**config.mk**
```make
export PLATFORM = sky130hd
export DESIGN_NAME = line_indent_shifter_flat
export DESIGN_NICKNAME = d
export VERILOG_FILES = /design/src/rtl/core/lis_pkg.sv /design/src/rtl/core/lis_stream_if.sv /design/src/rtl/core/lis_queue.sv /design/src/rtl/core/lis_front.sv /design/src/rtl/core/lis_back.sv /design/src/rtl/core/line_indent_shifter.sv /design/src/flat_wrapper.sv
export SDC_FILE = /design/constraint.sdc
export NUM_CORES = 1
export LEC_CHECK = 0
export BUFFER_PORTS_ARGS = -buffer_cell sky130_fd_sc_hd__buf_2
export CORE_MARGIN = 5
export CORE_UTILIZATION = 40
export DETAILED_ROUTE_END_ITERATION = 7
export GPL_TIMING_DRIVEN = 0
export MAX_ROUTING_LAYER = met4
export SYNTH_ARGS = -nofsm -noshare
export SYNTH_HDL_FRONTEND = slang
export SYNTH_HIERARCHICAL = 1
export SYNTH_SLANG_ARGS = --single-unit
```
**constraint.sdc**
```tcl
create_clock -name clk -period 6.9 [get_ports clk]
set_clock_uncertainty 0.15 [all_clocks]
set_input_delay 0.69 -clock clk [delete_from_list [all_inputs] [get_ports clk]]
set_output_delay 0.69 -clock clk [all_outputs]
set_load 0.005 [all_outputs]
```
**src/rtl/core/lis_pkg.sv**
```systemverilog
// Shared types and constants of the line indent shifter.
package lis_pkg;

  localparam int TAB_CNT_W  = 12;
  localparam int SPACE_W    = 5;
  localparam int TABW_W     = 6;
  localparam int SHIFT_W    = 8;
  localparam int BYTE_W     = 8;
  localparam int CFG_IDX_W  = 8;
  localparam int CFG_DATA_W = 8;

  localparam logic [CFG_IDX_W-1:0] REG_TAB_WIDTH  = 8'd0;
  localparam logic [CFG_IDX_W-1:0] REG_SHIFT_AMT  = 8'd1;
  localparam logic [CFG_IDX_W-1:0] REG_SHIFT_LEFT = 8'd2;
  localparam logic [CFG_IDX_W-1:0] REG_KEEP_EMPTY = 8'd3;

  localparam logic [BYTE_W-1:0] CH_TAB   = 8'h09;
  localparam logic [BYTE_W-1:0] CH_SPACE = 8'h20;

  localparam logic [TABW_W-1:0]  TAB_MIN       = 6'd1;
  localparam logic [TABW_W-1:0]  TAB_MAX       = 6'd32;
  localparam logic [TABW_W-1:0]  TAB_RESET     = 6'd8;
  localparam logic [SHIFT_W-1:0] SHIFT_RESET   = 8'd8;

  typedef struct packed {
    logic [BYTE_W-1:0] text_byte;
    logic              byte_present;
    logic              line_end;
  } lis_in_t;

  typedef struct packed {
    logic [BYTE_W-1:0]    out_byte;
    logic                 out_byte_present;
    logic                 indent_valid;
    logic [TAB_CNT_W-1:0] tab_count;
    logic [SPACE_W-1:0]   space_count;
    logic                 line_changed;
    logic                 out_line_end;
  } lis_out_t;

  typedef struct packed {
    logic [CFG_IDX_W-1:0]  index;
    logic [CFG_DATA_W-1:0] wdata;
  } lis_cfg_t;

  // Classified item handed from front to back.
  typedef struct packed {
    logic [BYTE_W-1:0] out_byte;
    logic              byte_present;
    logic              indent_valid;
    logic              changed;
    logic              line_end;
  } lis_cmd_t;

endpackage

```
**src/rtl/core/lis_stream_if.sv**
```systemverilog
// Valid/ready channel carrying one payload beat.
interface lis_stream_if #(
  parameter type T = logic
) ();
  logic valid;
  logic ready;
  T     data;

  modport source (output valid, output data, input ready);
  modport sink   (input valid, input data, output ready);
endinterface

```
**src/rtl/core/lis_queue.sv**
```systemverilog
// Short FIFO between the front and back parts.
module lis_queue #(
  parameter int WIDTH = 8,
  parameter int DEPTH = 2
) (
  input  logic             clk,
  input  logic             rst,
  input  logic             push,
  input  logic [WIDTH-1:0] push_data,
  output logic             push_ready,
  input  logic             pop,
  output logic             pop_valid,
  output logic [WIDTH-1:0] pop_data
);
  localparam int PTR_W = (DEPTH > 1) ? $clog2(DEPTH) : 1;
  localparam int CNT_W = $clog2(DEPTH + 1);

  logic [WIDTH-1:0] mem [DEPTH];
  logic [PTR_W-1:0] wr_ptr;
  logic [PTR_W-1:0] rd_ptr;
  logic [CNT_W-1:0] count;

  assign push_ready = (count != CNT_W'(DEPTH));
  assign pop_valid  = (count != '0);
  assign pop_data   = mem[rd_ptr];

  always_ff @(posedge clk) begin
    if (push) begin
      mem[wr_ptr] <= push_data;
    end
  end

  always_ff @(posedge clk) begin
    if (rst) begin
      wr_ptr <= '0;
      rd_ptr <= '0;
      count  <= '0;
    end else begin
      if (push) begin
        wr_ptr <= (wr_ptr == PTR_W'(DEPTH - 1)) ? '0 : wr_ptr + 1'b1;
      end
      if (pop) begin
        rd_ptr <= (rd_ptr == PTR_W'(DEPTH - 1)) ? '0 : rd_ptr + 1'b1;
      end
      if (push && !pop) begin
        count <= count + 1'b1;
      end else if (pop && !push) begin
        count <= count - 1'b1;
      end
    end
  end
endmodule

```
**src/rtl/core/lis_front.sv**
```systemverilog
// Front part: tracks the leading whitespace and classifies each byte.
module lis_front #(
  parameter int COL_W      = 12,
  parameter int MAX_COLUMN = 4095
) (
  input  logic                        clk,
  input  logic                        rst,
  lis_stream_if.sink                  feed,
  input  logic [lis_pkg::TABW_W-1:0]  tab_eff,
  input  logic [lis_pkg::SHIFT_W-1:0] shift_amount,
  input  logic                        shift_left,
  input  logic                        keep_empty_lines,
  input  logic                        q_ready,
  output logic                        push,
  output lis_pkg::lis_cmd_t           cmd,
  output logic [COL_W-1:0]            new_col
);
  localparam logic [COL_W:0] MAX_EXT = (COL_W + 1)'(MAX_COLUMN);

  logic                               in_indent;
  logic [COL_W-1:0]                   column;
  logic [lis_pkg::SPACE_W-1:0]        tab_phase;

  lis_pkg::lis_in_t                   d;
  logic                               accept;
  logic                               produce;
  logic                               is_space;
  logic                               is_ws;
  logic [lis_pkg::SPACE_W-1:0]        ph;
  logic [lis_pkg::TABW_W-1:0]         ph_inc;
  logic [lis_pkg::TABW_W-1:0]         step;
  logic [lis_pkg::SPACE_W-1:0]        phase_adv;
  logic [COL_W:0]                     col_sum;
  logic [COL_W-1:0]                   col_adv;
  logic [COL_W-1:0]                   old_col;
  logic [COL_W-1:0]                   shift_ext;
  logic [COL_W:0]                     right_sum;
  logic                               empty_line;

  assign d           = feed.data;
  assign feed.ready  = q_ready;
  assign accept      = feed.valid && q_ready;
  assign produce     = d.byte_present || d.line_end;
  assign is_space    = d.byte_present && (d.text_byte == lis_pkg::CH_SPACE);
  assign is_ws       = is_space || (d.byte_present && (d.text_byte == lis_pkg::CH_TAB));

  always_comb begin
    ph        = ({1'b0, tab_phase} >= tab_eff) ? '0 : tab_phase;
    ph_inc    = {1'b0, ph} + 1'b1;
    if (is_space) begin
      step      = lis_pkg::TABW_W'(1);
      phase_adv = (ph_inc == tab_eff) ? '0 : ph_inc[lis_pkg::SPACE_W-1:0];
    end else begin
      step      = tab_eff - {1'b0, ph};
      phase_adv = '0;
    end
    col_sum   = {1'b0, column} + (COL_W + 1)'(step);
    col_adv   = (col_sum > MAX_EXT) ? MAX_EXT[COL_W-1:0] : col_sum[COL_W-1:0];
    old_col   = is_ws ? col_adv : column;
    shift_ext = COL_W'(shift_amount);
    right_sum = {1'b0, old_col} + {1'b0, shift_ext};
    empty_line = !d.byte_present && (column == '0);

    if (empty_line && !keep_empty_lines) begin
      new_col = '0;
    end else if (shift_left) begin
      new_col = (old_col > shift_ext) ? old_col - shift_ext : '0;
    end else begin
      new_col = (right_sum > MAX_EXT) ? MAX_EXT[COL_W-1:0] : right_sum[COL_W-1:0];
    end

    cmd.byte_present = d.byte_present && !(in_indent && is_ws);
    cmd.out_byte     = cmd.byte_present ? d.text_byte : '0;
    cmd.indent_valid = in_indent && (!is_ws || d.line_end);
    cmd.changed      = !(empty_line && !keep_empty_lines) && (new_col != old_col);
    cmd.line_end     = d.line_end;
  end

  // leading whitespace only moves the column
  assign push = accept && produce && !(in_indent && is_ws && !d.line_end);

  always_ff @(posedge clk) begin
    if (rst) begin
      in_indent <= 1'b1;
      column    <= '0;
      tab_phase <= '0;
    end else if (accept && produce) begin
      if (d.line_end) begin
        in_indent <= 1'b1;
        column    <= '0;
        tab_phase <= '0;
      end else if (in_indent) begin
        if (is_ws) begin
          column    <= col_adv;
          tab_phase <= phase_adv;
        end else begin
          in_indent <= 1'b0;
        end
      end
    end
  end
endmodule

```
**src/rtl/core/lis_back.sv**
```systemverilog
// Back part: splits the new column into tabs and spaces, drives results.
module lis_back #(
  parameter int COL_W = 12
) (
  input  logic                       clk,
  input  logic                       rst,
  input  logic [lis_pkg::TABW_W-1:0] tab_eff,
  input  logic                       q_valid,
  input  lis_pkg::lis_cmd_t          q_cmd,
  input  logic [COL_W-1:0]           q_col,
  output logic                       q_pop,
  lis_stream_if.source               result
);
  localparam int CNT_W = $clog2(COL_W);

  localparam logic [1:0] S_IDLE = 2'd0;
  localparam logic [1:0] S_DIV  = 2'd1;
  localparam logic [1:0] S_DONE = 2'd2;

  logic [1:0]                   state;
  logic [1:0]                   state_next;
  lis_pkg::lis_cmd_t            hold;
  logic [COL_W-1:0]             dvd;
  logic [lis_pkg::SPACE_W-1:0]  rem;
  logic [CNT_W-1:0]             cnt;
  logic                         out_valid;
  lis_pkg::lis_out_t            out_data;

  logic                         out_free;
  logic                         take_div;
  logic                         take_pass;
  logic                         done_load;
  logic [lis_pkg::TABW_W-1:0]   trial;
  logic                         ge;
  logic [lis_pkg::SPACE_W-1:0]  rem_next;

  assign result.valid = out_valid;
  assign result.data  = out_data;

  assign out_free  = !out_valid || result.ready;
  assign take_div  = (state == S_IDLE) && q_valid && q_cmd.indent_valid;
  assign take_pass = (state == S_IDLE) && q_valid && !q_cmd.indent_valid && out_free;
  assign done_load = (state == S_DONE) && out_free;
  assign q_pop     = take_div || take_pass;

  assign trial    = {rem, dvd[COL_W-1]};
  assign ge       = (trial >= tab_eff);
  assign rem_next = ge ? lis_pkg::SPACE_W'(trial - tab_eff) : trial[lis_pkg::SPACE_W-1:0];

  always_comb begin
    state_next = state;
    case (state)
      S_IDLE: begin
        if (take_div) begin
          state_next = S_DIV;
        end
      end
      S_DIV: begin
        if (cnt == CNT_W'(COL_W - 1)) begin
          state_next = S_DONE;
        end
      end
      S_DONE: begin
        if (done_load) begin
          state_next = S_IDLE;
        end
      end
      default: state_next = S_IDLE;
    endcase
  end

  always_ff @(posedge clk) begin
    if (rst) begin
      state     <= S_IDLE;
      out_valid <= 1'b0;
      cnt       <= '0;
    end else begin
      state <= state_next;
      if (take_pass || done_load) begin
        out_valid <= 1'b1;
      end else if (result.ready) begin
        out_valid <= 1'b0;
      end
      if (take_div) begin
        cnt <= '0;
      end else if (state == S_DIV) begin
        cnt <= cnt + 1'b1;
      end
    end
  end

  always_ff @(posedge clk) begin
    if (take_div) begin
      hold <= q_cmd;
      dvd  <= q_col;
      rem  <= '0;
    end else if (state == S_DIV) begin
      dvd <= {dvd[COL_W-2:0], ge};
      rem <= rem_next;
    end
    if (take_pass) begin
      out_data.out_byte         <= q_cmd.out_byte;
      out_data.out_byte_present <= q_cmd.byte_present;
      out_data.indent_valid     <= 1'b0;
      out_data.tab_count        <= '0;
      out_data.space_count      <= '0;
      out_data.line_changed     <= 1'b0;
      out_data.out_line_end     <= q_cmd.line_end;
    end else if (done_load) begin
      out_data.out_byte         <= hold.out_byte;
      out_data.out_byte_present <= hold.byte_present;
      out_data.indent_valid     <= 1'b1;
      out_data.tab_count        <= lis_pkg::TAB_CNT_W'(dvd);
      out_data.space_count      <= rem;
      out_data.line_changed     <= hold.changed;
      out_data.out_line_end     <= hold.line_end;
    end
  end
endmodule

```
**src/rtl/core/line_indent_shifter.sv**
```systemverilog
// Line indent shifter top level: config registers, front, queue, back.
// Path: a plain byte goes from its taken beat through the queue and the
// back's output register; an indent close also passes S_DIV, run by the
// back's one-bit-per-cycle tab divider, and S_DONE, keeping the back busy.
// Throughput: one beat per cycle while the queue has room.
// Reset (rst, synchronous) sets registers to their defaults and the line start.
module line_indent_shifter #(
  parameter int MAX_COLUMN = 4095
) (
  input  logic        clk,
  input  logic        rst,
  lis_stream_if.sink   cfg,
  lis_stream_if.sink   feed,
  lis_stream_if.source result
);
  localparam int COL_W = $clog2(MAX_COLUMN + 1);
  localparam int CMD_W = $bits(lis_pkg::lis_cmd_t);

  logic [lis_pkg::TABW_W-1:0]  tab_width;
  logic [lis_pkg::SHIFT_W-1:0] shift_amount;
  logic                        shift_left;
  logic                        keep_empty_lines;
  logic [lis_pkg::TABW_W-1:0]  tab_eff;
  lis_pkg::lis_cfg_t           cw;

  logic                        q_push;
  logic                        q_ready;
  logic                        q_pop;
  logic                        q_valid;
  lis_pkg::lis_cmd_t           push_cmd;
  logic [COL_W-1:0]            push_col;
  logic [CMD_W+COL_W-1:0]      pop_data;
  lis_pkg::lis_cmd_t           pop_cmd;
  logic [COL_W-1:0]            pop_col;

  assign cw        = cfg.data;
  assign cfg.ready = 1'b1;

  always_ff @(posedge clk) begin
    if (rst) begin
      tab_width        <= lis_pkg::TAB_RESET;
      shift_amount     <= lis_pkg::SHIFT_RESET;
      shift_left       <= 1'b0;
      keep_empty_lines <= 1'b0;
    end else if (cfg.valid) begin
      case (cw.index)
        lis_pkg::REG_TAB_WIDTH:  tab_width        <= cw.wdata[lis_pkg::TABW_W-1:0];
        lis_pkg::REG_SHIFT_AMT:  shift_amount     <= cw.wdata;
        lis_pkg::REG_SHIFT_LEFT: shift_left       <= cw.wdata[0];
        lis_pkg::REG_KEEP_EMPTY: keep_empty_lines <= cw.wdata[0];
        default: ;
      endcase
    end
  end

  always_comb begin
    if (tab_width == '0) begin
      tab_eff = lis_pkg::TAB_MIN;
    end else if (tab_width > lis_pkg::TAB_MAX) begin
      tab_eff = lis_pkg::TAB_MAX;
    end else begin
      tab_eff = tab_width;
    end
  end

  lis_front #(
    .COL_W      (COL_W),
    .MAX_COLUMN (MAX_COLUMN)
  ) u_front (
    .clk              (clk),
    .rst              (rst),
    .feed             (feed),
    .tab_eff          (tab_eff),
    .shift_amount     (shift_amount),
    .shift_left       (shift_left),
    .keep_empty_lines (keep_empty_lines),
    .q_ready          (q_ready),
    .push             (q_push),
    .cmd              (push_cmd),
    .new_col          (push_col)
  );

  lis_queue #(
    .WIDTH (CMD_W + COL_W),
    .DEPTH (2)
  ) u_queue (
    .clk        (clk),
    .rst        (rst),
    .push       (q_push),
    .push_data  ({push_cmd, push_col}),
    .push_ready (q_ready),
    .pop        (q_pop),
    .pop_valid  (q_valid),
    .pop_data   (pop_data)
  );

  assign pop_cmd = pop_data[CMD_W+COL_W-1:COL_W];
  assign pop_col = pop_data[COL_W-1:0];

  lis_back #(
    .COL_W (COL_W)
  ) u_back (
    .clk     (clk),
    .rst     (rst),
    .tab_eff (tab_eff),
    .q_valid (q_valid),
    .q_cmd   (pop_cmd),
    .q_col   (pop_col),
    .q_pop   (q_pop),
    .result  (result)
  );

  a_no_indent_fields: assert property (@(posedge clk) disable iff (rst)
    result.valid && !result.data.indent_valid |->
      result.data.tab_count == '0 && result.data.space_count == '0 &&
      !result.data.line_changed)
    else $error("indent fields set on a plain beat");

  a_space_below_tab: assert property (@(posedge clk) disable iff (rst)
    result.valid && result.data.indent_valid |->
      {1'b0, result.data.space_count} < tab_eff)
    else $error("space count not below tab width");

  a_byte_zero: assert property (@(posedge clk) disable iff (rst)
    result.valid && !result.data.out_byte_present |-> result.data.out_byte == '0)
    else $error("out byte set without a byte");

  a_pop_nonempty: assert property (@(posedge clk) disable iff (rst)
    q_pop |-> q_valid)
    else $error("queue popped while empty");
endmodule

```
**src/flat_wrapper.sv**
```systemverilog
// flat-port wrapper written by rule: the top's interface ports become plain ports
module line_indent_shifter_flat 
#(
  parameter int MAX_COLUMN = 4095
)
  (clk, rst, cfg_valid, cfg_data, cfg_ready, feed_valid, feed_data, feed_ready, result_valid, result_data, result_ready);
  lis_stream_if #(.T(lis_pkg::lis_cfg_t)) cfg_i ();
  lis_stream_if #(.T(lis_pkg::lis_in_t)) feed_i ();
  lis_stream_if #(.T(lis_pkg::lis_out_t)) result_i ();
  input  logic clk;
  input  logic rst;
  input wire logic [$bits(cfg_i.valid)-1:0] cfg_valid;
  input wire logic [$bits(cfg_i.data)-1:0] cfg_data;
  output wire logic [$bits(cfg_i.ready)-1:0] cfg_ready;
  input wire logic [$bits(feed_i.valid)-1:0] feed_valid;
  input wire logic [$bits(feed_i.data)-1:0] feed_data;
  output wire logic [$bits(feed_i.ready)-1:0] feed_ready;
  output wire logic [$bits(result_i.valid)-1:0] result_valid;
  output wire logic [$bits(result_i.data)-1:0] result_data;
  input wire logic [$bits(result_i.ready)-1:0] result_ready;
  assign cfg_i.valid = cfg_valid;
  assign cfg_i.data = cfg_data;
  assign cfg_ready = cfg_i.ready;
  assign feed_i.valid = feed_valid;
  assign feed_i.data = feed_data;
  assign feed_ready = feed_i.ready;
  assign result_valid = result_i.valid;
  assign result_data = result_i.data;
  assign result_i.ready = result_ready;
  line_indent_shifter #(.MAX_COLUMN(MAX_COLUMN)) u_core (.clk(clk), .rst(rst), .cfg(cfg_i), .feed(feed_i), .result(result_i));
endmodule
```
---- Word level (Yosys, flattened, before mapping) ----
Memories as Yosys holds them, arrays and structs flattened. A register that Yosys moved wholly into a read port is not among the register bits.
Index checks and enable logic that the tools add are counted.
W data, S select, Z words.
cells by class
  order comparisons ....................... 6
  mux-type cells .......................... 40
  eq/ne operators ......................... 14
  $add $sub $neg .......................... 11
  reduce and logical (&&, ||, !) cells .... 55
operators with widths
  cell                    count
  $mux W12                10
  $mux W29                2
  $mux W5                 7
  $gt A13 B12 Y1 const B  2
  $logic_and A1 B1 Y1     19
  $mux W6                 3
  $eq A8 B2 Y1 const B    2
  $reduce_bool A2 Y1      7
  $add A12 B6 Y13         1
  $add A12 B8 Y13         1
  $gt A12 B8 Y1           1
  $logic_not A12 Y1       1
  $ne A12 B12 Y1          1
  $sub A12 B8 Y12         1
  $logic_not A1 Y1        11
  $mux W1                 11
  $mux W2                 5
  $reduce_and A2 Y1       5
  $eq A8 B1 Y1 const B    1
  $eq A8 B4 Y1 const B    1
  $eq A8 B6 Y1 const B    1
  $logic_not A8 Y1        1
  $mux W8                 1
  $ne A2 B2 Y1 const B    4
  20 further kinds        27
word-level totals
  flip-flop bits (word level) ............. 102
  output and inout port bits .............. 32
  memory bits (writable) .................. 48
  input bits .............................. 31
  memories kept ........................... 1
memories
  name                depth  width  read ports  clocked after Yosys merged registers in  wr ports  line             source
  u_core.u_queue.mem  2      24     1           1                                        1         lis_queue.sv:18  logic [WIDTH-1:0] mem [DEPTH];

---- Logic depth before layout (Yosys ltp) ----
Gate-level depths: netlist of run 1.
  depth after elaboration ................. 18
  mapped depth ............................ 34

---- Cells and area by module ----
Netlist of run 1, hierarchy kept.
modules (own cells, without submodules)
  module               area each (um^2)  cells an instance  instances  sequential area each (um^2)
  lis_front            3189.3            440                1          360.3
  lis_back             2693.8            263                1          1611.5
  lis_queue            1939.4            97                 1          1541.5
  line_indent_shifter  777.0             76                 1          320.3

---- Worst setup path after synthesis of run 1 ----
OpenSTA, ideal clock, no wires.
  path type ............................... register to register
  start ................................... reg u_core/tab_width[1] in the netlist's numbering
  end ..................................... mem u_core/u_queue/mem[0][13] in the netlist's numbering (data pin)
  slack ................................... -605 ps
  data arrival time ....................... 7078 ps
  buffers on the path ..................... 0
  clock period less this slack ............ 7505 ps
  stages on the path, launching flop included .. 35
  library setup time ...................... 278 ps
  path through ............................ dfxtp_1 -> nor4_1 -> nor2_1 -> nor2_1 -> ha_1 -> nand2b_1 -> a21o_1 -> a21o_1 -> a211o_1 -> nand2_1 -> nand2_1 -> ha_1 -> a21o_1 -> a21o_1 -> a21o_1 -> a21oi_1 -> xnor2_1 -> nor2_1 -> ha_1 -> nor2_1 -> or3_1 -> o21ai_0 -> o22a_1 -> inv_1 -> ha_1 -> fa_1 -> nand3b_1 -> and2_1 -> o221a_2 -> o211a_1 -> a41o_2 -> a31oi_1 -> xor2_1 -> a211oi_1 -> nand4_1
RTL lines
  what                    line                       source
  from (decl)             line_indent_shifter.sv:19  logic [lis_pkg::TABW_W-1:0] tab_width;
  from (signal assigned)  line_indent_shifter.sv:41  tab_width <= lis_pkg::TAB_RESET;
  from (signal assigned)  line_indent_shifter.sv:47  lis_pkg::REG_TAB_WIDTH: tab_width <= cw.wdata[lis_pkg::TABW_W-1:0];
  to (decl)               lis_queue.sv:18

==> results.md, run 1 <==
* Violated checks: negative setup slack
* Worst Path Class, Setup: register to register
* Die Y at 156.6 um
* Global-route wire length before repair at 33.31 mm
* Core ar. at 21,090 um^2
* Remaining DRCs at 0
* Slew Viols, Final at 0
* Largest net degree at the start of global routing at 25
* Primary FF master, synth: edfxtp_1
* I/O Pins at 63
* CTS tree: done
* Gpl congestion at 0.8553
* Asr flop ratio synth at 0%
* Number of library cell types mapped by synthesis at 83
* Starting density of the core at 40.78%
* M1 GR Usage at 23.30%
* GR Util met2 at 26.96%
* Critical path's top delay family: compound AO/OA/AOI/OAI gates
* Worst-path fanout max at 5
* Total Power at 2813 uW
* Lkg Pwr at 0.004266 uW
* First DRT Iteration DRCs at 470
* Clock root buffer: clkbuf_16
* Final setup viols at 8
* Outcome: complete, but fails checks
* Final Cycle Share at 105.4%
* Area delta synth->final at 26.00%
* Syn Area/Cell at 9.817 um^2
* Startpoint types: register
* Final min period at 7270 ps
* CP peak stage delay at 370 ps
* Post-synth top area cell: edfxtp_1
* Hold Violations, Final at 0
* EDFF count, synth at 81
* Overall Global Routing Usage at 17.39%
* Wire per inst at 16.22 um
* Setup ws final at -369.7 ps
* Non-filler instance count after layout at 1,285
* Final core occ at 51.38%
* Layout cell share with drive strength beyond 1 at 24.46%
* Area contributors post-synth: edfxtp_1 28%, dfxtp_1 16%, ha_1 6.1%, nand2_1 4.5%, a21oi_1 3.1%
* Most used routing layer: met2
* Synthesized flop and latch total at 151
* Final WL at 20.85 mm
* CP max-delay cell: a211o_4
* Relative slew slack at 24.55%
* Max cap viols at 0
* Place WS at -1056 ps
* 1st-pass router iterations at 5
* Clock slew at reported path FFs at 70 ps
* Antenna diodes at 0
* Worst-Skew Late Latency at 420 ps
* Placed Cells at 1,213
* Total Nets Final at 1,075
* Synth cell count leaders: 104 x nand2_1, 81 x edfxtp_1, 70 x dfxtp_1
* Rows at 53
* Detail Placement HPWL at 15.06 mm
* Maximum root-to-sink buffer count at 2
* Min Hold Slack at 302.6 ps
* Syn nets at 954
* DIE WIDTH at 156.6 um
* Crit path required time at 6870 ps
* WP buf/inv at 2
* Routed vias/inst at 5.307
* Vias after detailed routing at 6,820
* WP data arrival at 7240 ps
* Yosys top cell area share at 28.28%
* TritonCTS Buffers at 17
* CTS Hold Bufs at 0
* Die area at 24,530 um^2
* Fmax at 137.6 MHz
* Crit path capture type: register
* CTS sink cnt at 151
* Crit path top cell by count: a21o_1
* Htree depth at 4
* Ys Warns at 6
* Initial antenna violation count at 0
* Cells after Synth at 876
* Seq/Total Area, Yosys at 44.58%
* GR Util met3 at 2.987%
* Hold WC Path Type: register to register
* Pwr dens at 259.7 nW/um^2
* Vias in the first global route at 6,644
* Post-DRT Antenna Nets at 0
* Syn Std Cell Area at 8599 um^2
* GRT Residual Overflow at 0
* Least-Margin Pin Slew at 1132 ps
* RSZ-0062 raised after global routing: true
* Top-count cell post-synth: nand2_1
* Worst VDD drop at 184.7 uV
* I/O Buffers at 61
per-stage QoR:
stage	setup TNS, ps	instance area, um^2
global route	-5896	10840
global placement	-12880	9427
finish	-2211	10840
floorplan	-16.28	8777
CTS	-1347	10460
detailed placement	-12730	9444
repair_timing:
action | in CTS | in global routing
setup buffers | 23 | 17
cloned | 0 | 0
pin swaps | 25 | 25
setup endpoints to repair | 26 | 26
gates resized for setup | 47 | 50
cell families (layout without fill, tap and decap cells):
family | Yosys count | count (layout) | share of synthesized area [%]
and+or+nand+nor | 325 | 325 | 19.16
adders and majority gates | 47 | 47 | 7.275
DFF | 151 | 151 | 44.58
AOI/OAI and AO/OA | 191 | 191 | 15.64
buffers and inverters | 81 | 215 | 4.132
other | 1 | 1 | 0.04361
xor gates and xnor gates | 36 | 36 | 3.666
muxes | 44 | 44 | 5.500
sequential cells by signal, indices dropped and copies added (netlist names), named ones only:
name / count
u_core/u_back/result.data: 29
u_core/u_back/result.valid: 1
u_core/u_queue/mem: 48
u_core/u_back/dvd: 12
u_core/shift_amount: 8
u_core/tab_width: 6
u_core/u_front/tab_phase: 5
u_core/u_queue/wr_ptr: 1
u_core/u_queue/rd_ptr: 1
u_core/u_back/hold: 11
u_core/shift_left: 1
u_core/u_front/column: 12
u_core/u_back/rem: 5
u_core/u_queue/count: 2
u_core/u_back/cnt: 4
u_core/u_front/in_indent: 1
u_core/keep_empty_lines: 1
u_core/u_back/state: 2
per-layer routing:
layer / up-vias / share of wire [%]
li1: 3414 / -
met1: 3211 / 48
met2: 164 / 46
met3: 31 / 4.4
met4: 0 / 2.1
met5: - / 0
worst paths after layout:
check	start	endpoint	slack [ps]	depth (start not counted)
max	u_core/tab_width[4]	u_core/u_queue/mem[1][13]	-370	34
min	u_core/u_back/result.data[6]	u_core/u_back/result.data[6]	300	2
max reg2reg	u_core/tab_width[4]	u_core/u_queue/mem[1][13]	-370	34
min reg2reg	u_core/u_back/result.data[6]	u_core/u_back/result.data[6]	300	2
power by group:
group | switching (uW) | total [uW] | internal [uW]
logic | 365 | 595 | 230
clock network | 420 | 1010 | 594
registers | 67.3 | 1200 | 1140
total | 853 | 2810 | 1960
placed cells by master (no fill, tap or decap), types with 20 or more instances in the layout:
cell and instances:
xnor2_1 20, mux2_1 24, a21oi_1 47, buf_4 41, edfxtp_1 81, dfxtp_1 67
nand2b_1 28, nand2_1 100, clkbuf_1 22, inv_1 39, ha_1 33, buf_2 63
nor2_1 62
worst reg2reg max path, delay by kind of cell, from the launching register on:
family / cells / cell delay, ps
compound gates: 13 / 2720
xor+xnor: 1 / 130
fa+ha+maj: 5 / 1330
buf+inv: 2 / 90
flops: 1 / 330
mux: 1 / 330
simple gates: 12 / 1910
area by class of cell:
type / instances / area [um^2]
Clock buffer: 17 / 425.4
Sequential cell: 151 / 3837
Tap cell: 275 / 344.1
Inverter: 43 / 163.9
Clock inverter: 15 / 232.7
Multi-Input combinational cell: 644 / 4980
Fill cell: 1946 / 10250
Buffer: 38 / 216.5
Timing Repair Buffer: 102 / 635.6
Power figures use the tool's default switching activity.
==> inputs of run 2 (changes only) <==
Settings changed: ABC_AREA set to 1, RECOVER_POWER set to 50.
==> results.md, run 2 <==
* Total Nets Final at 1,347 (+25%)
* Antenna diodes at 0 (unchanged)
* Synth cell count leaders: 353 x nand2_1, 147 x inv_1, 86 x nor2_1
* Area after DPL at 9836 um^2 (+4.1%)
* Asr flop ratio synth at 0% (unchanged)
* CTS tree: done
* Fmax at 150.7 MHz (+9.5%)
* Hold WC Path Type: register to register
* GR Util met3 at 2.705% (-0.28 points)
* CP peak stage delay at 370 ps (about the same)
* Final min period at 6637 ps (-632.4 ps)
* Detail Placement HPWL at 15.61 mm (+3.7%)
* Final WL at 21.32 mm (+2.3%)
* Least-Margin Pin Slew at 1008 ps (-123.4 ps)
* Primary FF master, synth: edfxtp_1
* WP data arrival at 6640 ps (-600 ps)
* Syn Area/Cell at 8.025 um^2 (-18%)
* Layout cell share with drive strength beyond 1 at 22.54% (-1.9 points)
* Non-filler instance count after layout at 1,567 (+22%)
* Relative slew slack at 32.70% (+8.2 points)
* GRT Residual Overflow at 0 (unchanged)
* Die area at 26,020 um^2 (+6.1%)
* Htree depth at 4 (unchanged)
* Post-synth top area cell: edfxtp_1
* Vias in the first global route at 7,067 (+6.4%)
* DIE WIDTH at 161.3 um (+3.0%)
* Starting density of the core at 40.57% (-0.21 points)
* Final setup viols at 0 (-8)
* CP max-delay cell: fa_2
* Slew Viols, Final at 0 (unchanged)
* M1 GR Usage at 21.71% (-1.6 points)
* Overall Global Routing Usage at 16.54% (-0.85 points)
* Seq/Total Area, Yosys at 41.87% (-2.7 points)
* Routed vias/inst at 4.840 (-8.8%)
* Fin area at 11,030 um^2 (+1.8%)
* Area contributors post-synth: edfxtp_1 27%, dfxtp_1 15%, nand2_1 14%, inv_1 6.0%, ha_1 5.7%
* Global-route wire length before repair at 34.42 mm (+3.4%)
* Max cap viols at 0 (unchanged)
* CTS Hold Bufs at 0 (unchanged)
* First DRT Iteration DRCs at 508 (+8.1%)
* Final Cycle Share at 96.19% (-9.2 points)
* Wire per inst at 13.60 um (-16%)
* Post-DRT Antenna Nets at 0 (unchanged)
* Crit path top cell by count: nand2_1
* GR Util met2 at 26.65% (-0.31 points)
* 1st-pass router iterations at 4 (-1)
* Crit path capture type: register
* Startpoint types: register
* I/O Pins at 63 (unchanged)
* Die Y at 161.3 um (+3.0%)
* Core ar. at 22,570 um^2 (+7.0%)
* Critical path's top delay family: simple AND/OR/NAND/NOR gates
* Biggest register: u_core/u_queue/mem
* Vias after detailed routing at 7,584 (+11%)
* Worst Path Class, Setup: register to register
* EDFF count, synth at 81 (unchanged)
* Most used routing layer: met2
* Final core occ at 48.86% (-2.5 points)
* Lkg Pwr at 0.005097 uW (+19%)
* Hold Violations, Final at 0 (unchanged)
* Cells after Synth at 1,141 (+30%)
* Clock slew at reported path FFs at 70 ps (about the same)
* Area delta synth->final at 20.44%
* Ys Warns at 6 (unchanged)
* CTS sink cnt at 151 (unchanged)
* Commonest non-fill, non-tap cell in the layout: nand2_1
* Worst VDD drop at 170.1 uV (-7.9%)
* Remaining DRCs at 0 (unchanged)
* Pwr dens at 241.5 nW/um^2 (-7.0%)
* Maximum root-to-sink buffer count at 2 (unchanged)
* Initial antenna violation count at 0 (unchanged)
* Syn Std Cell Area at 9156 um^2 (+6.5%)
* Worst-Skew Late Latency at 420 ps (about the same)
* Yosys top cell area share at 26.56% (-1.7 points)
* Placed Cells at 1,488 (+23%)
* Gpl congestion at 0.8642 (+1.0%)
* Number of library cell types mapped by synthesis at 49 (-41%)
* I/O Buffers at 61 (unchanged)
* Rows at 55 (+3.8%)
* Max FFs per register at 48 (unchanged)
* Synthesized flop and latch total at 151 (unchanged)
* WP buf/inv at 7 (+5)
* Syn nets at 1,219 (+28%)
* Top-count cell post-synth: nand2_1
* Outcome: finished clean
* Worst-path fanout max at 5 (unchanged)
* Commonest cells after routing, fill and taps aside: 340 x nand2_1, 130 x inv_1, 81 x edfxtp_1
* TritonCTS Buffers at 17 (unchanged)
* Clock root buffer: clkbuf_16
* Largest net degree at the start of global routing at 26 (+4.0%)
* Crit path required time at 6910 ps (+40 ps)
## run 2: cell count changes after synthesis, moves of 13 or more
cell,before,now
a21oi_1,54,72
and2_1,14,1
clkbuf_1,24,7
inv_1,41,147
mux2_1,24,0
mux2_4,0,20
mux2i_1,18,0
nand2_1,104,353
nand2b_1,29,0
nand3_1,19,64
nand4_1,6,21
nor2_1,69,86
nor2b_1,17,0
## run 2: final timing paths
path	start	end	slack, ps	cells past startpoint
worst min-delay path	u_core/u_back/result.data[5]	u_core/u_back/result.data[5]	310	2
worst min register to register	u_core/u_back/result.data[5]	u_core/u_back/result.data[5]	310	2
worst max register to register	u_core/tab_width[4]	u_core/u_queue/mem[0][13]	260	47
worst max-delay path	u_core/tab_width[4]	u_core/u_queue/mem[0][13]	260	47
## run 2: per-layer routing
| layer | up-vias | share of wire (%) | routed length (um) |
|---|---|---|---|
| li1 | 3961 | - | - |
| met1 | 3427 | 48 | 10250 |
| met2 | 172 | 47 | 9939 |
| met3 | 24 | 3.9 | 835 |
| met4 | 0 | 1.4 | 291 |
| met5 | - | 0 | 0 |
## run 2: through the flow
step | setup TNS [ps] | setup WS, ps | hold slack [ps] | power (uW)
2_1_floorplan | 0 | 598.7 | 298.3 | 1672
3_3_place_gp | -7496 | -711.9 | 296.3 | 1828
3_5_place_dp | -9429 | -815.2 | 300.2 | 1842
4_1_cts | 0 | 0.2385 | 310.6 | 2739
5_1_grt | -165.7 | -82.86 | 325.9 | 2831
6_report | 0 | 262.7 | 308.8 | 2663
## run 2: final cells by class
type | instances | area, um^2
inverter | 157 | 596.8
tap | 285 | 356.6
clock inverter | 15 | 151.4
buffer | 33 | 195.2
sequential | 151 | 3836
fill | 2269 | 11540
multi-input combinational | 800 | 4811
clock buffer | 17 | 425.4
timing repair buffer | 109 | 655.6
## run 2: cell families (layout without fill, tap and decap cells)
kind of cell | after synthesis | in the layout | share of synthesized area (%)
compound gates | 116 | 116 | 7.010
buf+inv | 191 | 331 | 9.552
other cells | 1 | 1 | 0.04096
xor+xnor | 27 | 27 | 2.583
simple gates | 584 | 585 | 28.34
fa+ha+maj | 47 | 47 | 6.832
flops | 151 | 151 | 41.87
mux | 24 | 24 | 3.772
## run 2: worst register-to-register path: cells and delay by family (launching register included)
kind	cells	cell delay (ps)
compound gates	9	1450
fa+ha+maj	5	1330
flops	1	320
buf+inv	7	540
simple gates	26	2580
## run 2: where the power goes
| part | switching (uW) | internal [uW] | total (uW) | leakage [uW] |
|---|---|---|---|---|
| Clock | 408 | 482 | 890 | 0.000278 |
| Combinational | 378 | 201 | 579 | 0.00349 |
| Sequential | 60.9 | 1130 | 1190 | 0.00133 |
## run 2: timing repair
item	4_1_cts	5_1_grt
cloned	0	2
pin swaps	15	42
endpoints found under the hold margin	0	0
endpoints found under the setup margin	26	26
buffers inserted	25	23
resized for setup	42	82
==> inputs of run 3 (changes only) <==
--- a/config.mk
+++ b/config.mk
@@ -15,2 +15,3 @@
 export RECOVER_POWER = 50
+export REMOVE_ABC_BUFFERS = 1
 export SYNTH_ARGS = -nofsm -noshare
==> constraint.sdc (replaced) <==
create_clock -name clk -period 6.9 [get_ports clk]
set_clock_uncertainty 0.15 [all_clocks]
set_input_delay 1.38 -clock clk [delete_from_list [all_inputs] [get_ports clk]]
set_output_delay 1.38 -clock clk [all_outputs]
set_load 0.005 [all_outputs]
==> results.md, run 3 (synthesis results as in run 2) <==
* Hold WC Path Type: register to register
* Least-Margin Pin Slew at 1212 ps (+203.4 ps)
* Non-filler instance count after layout at 1,538 (-1.9%)
* Die area at 26,020 um^2 (unchanged)
* Overall Global Routing Usage at 15.88% (-0.66 points)
* Total Power at 2717 uW (+2.0%)
* CTS Hold Bufs at 0 (unchanged)
* Gpl congestion at 0.9386 (+8.6%)
* CP max-delay cell: a21oi_1
* Worst-path fanout max at 6 (+1)
* Antenna diodes at 0 (unchanged)
* Layout cell share with drive strength beyond 1 at 24.50% (+2.0 points)
* Relative slew slack at 19.10% (-14 points)
* Initial antenna violation count at 0 (unchanged)
* Routed vias/inst at 4.862 (+0.45%)
* I/O Buffers at 61 (unchanged)
* Post-DRT Antenna Nets at 0 (unchanged)
* Max FFs per register at 48 (unchanged)
* Placed Cells at 1,454 (-2.3%)
* Final min period at 6646 ps (+9.161 ps)
* Htree depth at 4 (unchanged)
* Hold Crit Depth at 2 (unchanged)
* Total Nets Final at 1,318 (-2.2%)
* Place WS at -980.7 ps (-165.4 ps)
* Hold EP: u_core/u_back/result.data[6]
* RSZ-0062 raised after global routing: true
* Crit path required time at 6890 ps (-20 ps)
* Clock slew at reported path FFs at 70 ps (about the same)
* Final setup viols at 0 (unchanged)
* Startpoint types: register
* Biggest register: u_core/u_queue/mem
* Detail Placement HPWL at 14.36 mm (-8.0%)
* CP peak stage delay at 390 ps (+20 ps)
* Rows at 55 (unchanged)
* Vias after detailed routing at 7,477 (-1.4%)
* Lkg Pwr at 0.005065 uW (-0.63%)
* Worst-Skew Late Latency at 410 ps (about the same)
* Commonest cells after routing, fill and taps aside: 332 x nand2_1, 127 x inv_1, 81 x edfxtp_1
* First DRT Iteration DRCs at 379 (-25%)
* Largest net degree at the start of global routing at 31 (+19%)
* CTS tree: done
* Die Y at 161.3 um (unchanged)
* Hold Violations, Final at 0 (unchanged)
* RR Startpoint: u_core/tab_width[3]
* R2r endpoint: u_core/u_queue/mem[0][13]
* Final WL at 20.96 mm (-1.7%)
* Pwr dens at 245.1 nW/um^2 (+1.5%)
* Commonest non-fill, non-tap cell in the layout: nand2_1
* Max cap viols at 0 (unchanged)
* Starting density of the core at 40.57% (unchanged)
* 1st-pass router iterations at 7 (+3)
* Vias in the first global route at 6,849 (-3.1%)
* Worst VDD drop at 151.2 uV (-11%)
* TritonCTS Buffers at 17 (unchanged)
* Crit path top cell by count: nand2_2
* R2R depth at 48 (+2.1%)
* Setup TNS at 0 ps (unchanged)
* Fmax at 150.5 MHz (-0.14%)
* Clock root buffer: clkbuf_16
* Crit path capture type: register
* Remaining DRCs at 0 (unchanged)
* Final Cycle Share at 96.33% (+0.13 points)
* Worst Path Class, Setup: register to register
* Wire per inst at 13.63 um (+0.19%)
* Slew Viols, Final at 0 (unchanged)
* DIE WIDTH at 161.3 um (unchanged)
* GRT Residual Overflow at 0 (unchanged)
* CTS sink cnt at 151 (unchanged)
* Worst Setup SP: u_core/tab_width[3]
* Global-route wire length before repair at 33.49 mm (-2.7%)
* Outcome: finished clean
* Reg-to-reg slack, setup at 250 ps (about the same)
* Maximum root-to-sink buffer count at 2 (unchanged)
* Area delta synth->final at 21.06%
* WP data arrival at 6640 ps (about the same)
* Core ar. at 22,570 um^2 (unchanged)
* Final core occ at 49.11% (+0.25 points)
* Setup ws final at 253.5 ps (-9.161 ps)
* Hold Crit Start: u_core/u_back/result.data[6]
* I/O Pins at 63 (unchanged)
-- run 3: changes by cell type in the layout (fill, tap and decap cells not counted), moves of 4 or more --
cell      previous run  this run
a21oi_1             67        63
a21oi_2              7        11
buf_6                7         2
clkbuf_1            33        14
nand2_1            340       332
nand2_2             15        20
nand3_1             56        52
-- run 3: how the worst max path moves through the flow --
stage	end	slack, ps
detailed placement	u_core/u_queue/mem[1][13]	-980
global placement	u_core/u_queue/mem[0][13]	-860
CTS	u_core/u_queue/mem[0][13]	0.6
global route	u_core/u_queue/mem[0][13]	-210
finish	u_core/u_queue/mem[0][13]	250
floorplan	u_core/u_queue/mem[0][13]	550
-- run 3: where the power goes --
part	switching (uW)	internal, uW
logic	354	192
registers	78.5	1130
clock network	407	552
total	840	1880
-- run 3: through the flow --
step                      cell area (um^2)  hold WS, ps
after floorplan                       8871        298.3
after global placement                9533        294.2
after detailed placement              9552        301.8
after CTS                            10480        311.9
after global routing                 11080        326.1
final                                11080        312.8
-- run 3: layer usage --
| metal | track usage [%] | wire length (um) |
|---|---|---|
| met1 | 21.18 | 9854 |
| met2 | 25.52 | 9900 |
| met3 | 2.756 | 893 |
| met4 | 3.567 | 314 |
| met5 | - | 0 |
-- run 3: critical path, delay by kind of cell (launching register included) --
| kind | cells | cell delay (ps) |
|---|---|---|
| AO/OA/AOI/OAI | 9 | 1700 |
| adder cells (fa/ha/maj) | 4 | 940 |
| buffers and inverters | 8 | 630 |
| flip-flops | 1 | 340 |
| AND/OR/NAND/NOR | 27 | 2560 |
-- run 3: layout make-up --
type                    count  area, um^2
multi-input cells         801        4991
clock inverters            14       178.9
repair buffers            112       686.9
well taps                 285       356.6
flip-flops and latches    151        3837
inverters                 157       604.3
clock buffers              18       429.2
fillers                  2173       11490
-- run 3: timing repair --
| item | 4_1_cts | 5_1_grt |
|---|---|---|
| gates resized for setup | 51 | 108 |
| buffers inserted | 18 | 32 |
| pin swaps | 15 | 72 |
| endpoints found under the setup margin | 26 | 26 |
| gates cloned | 1 | 1 |
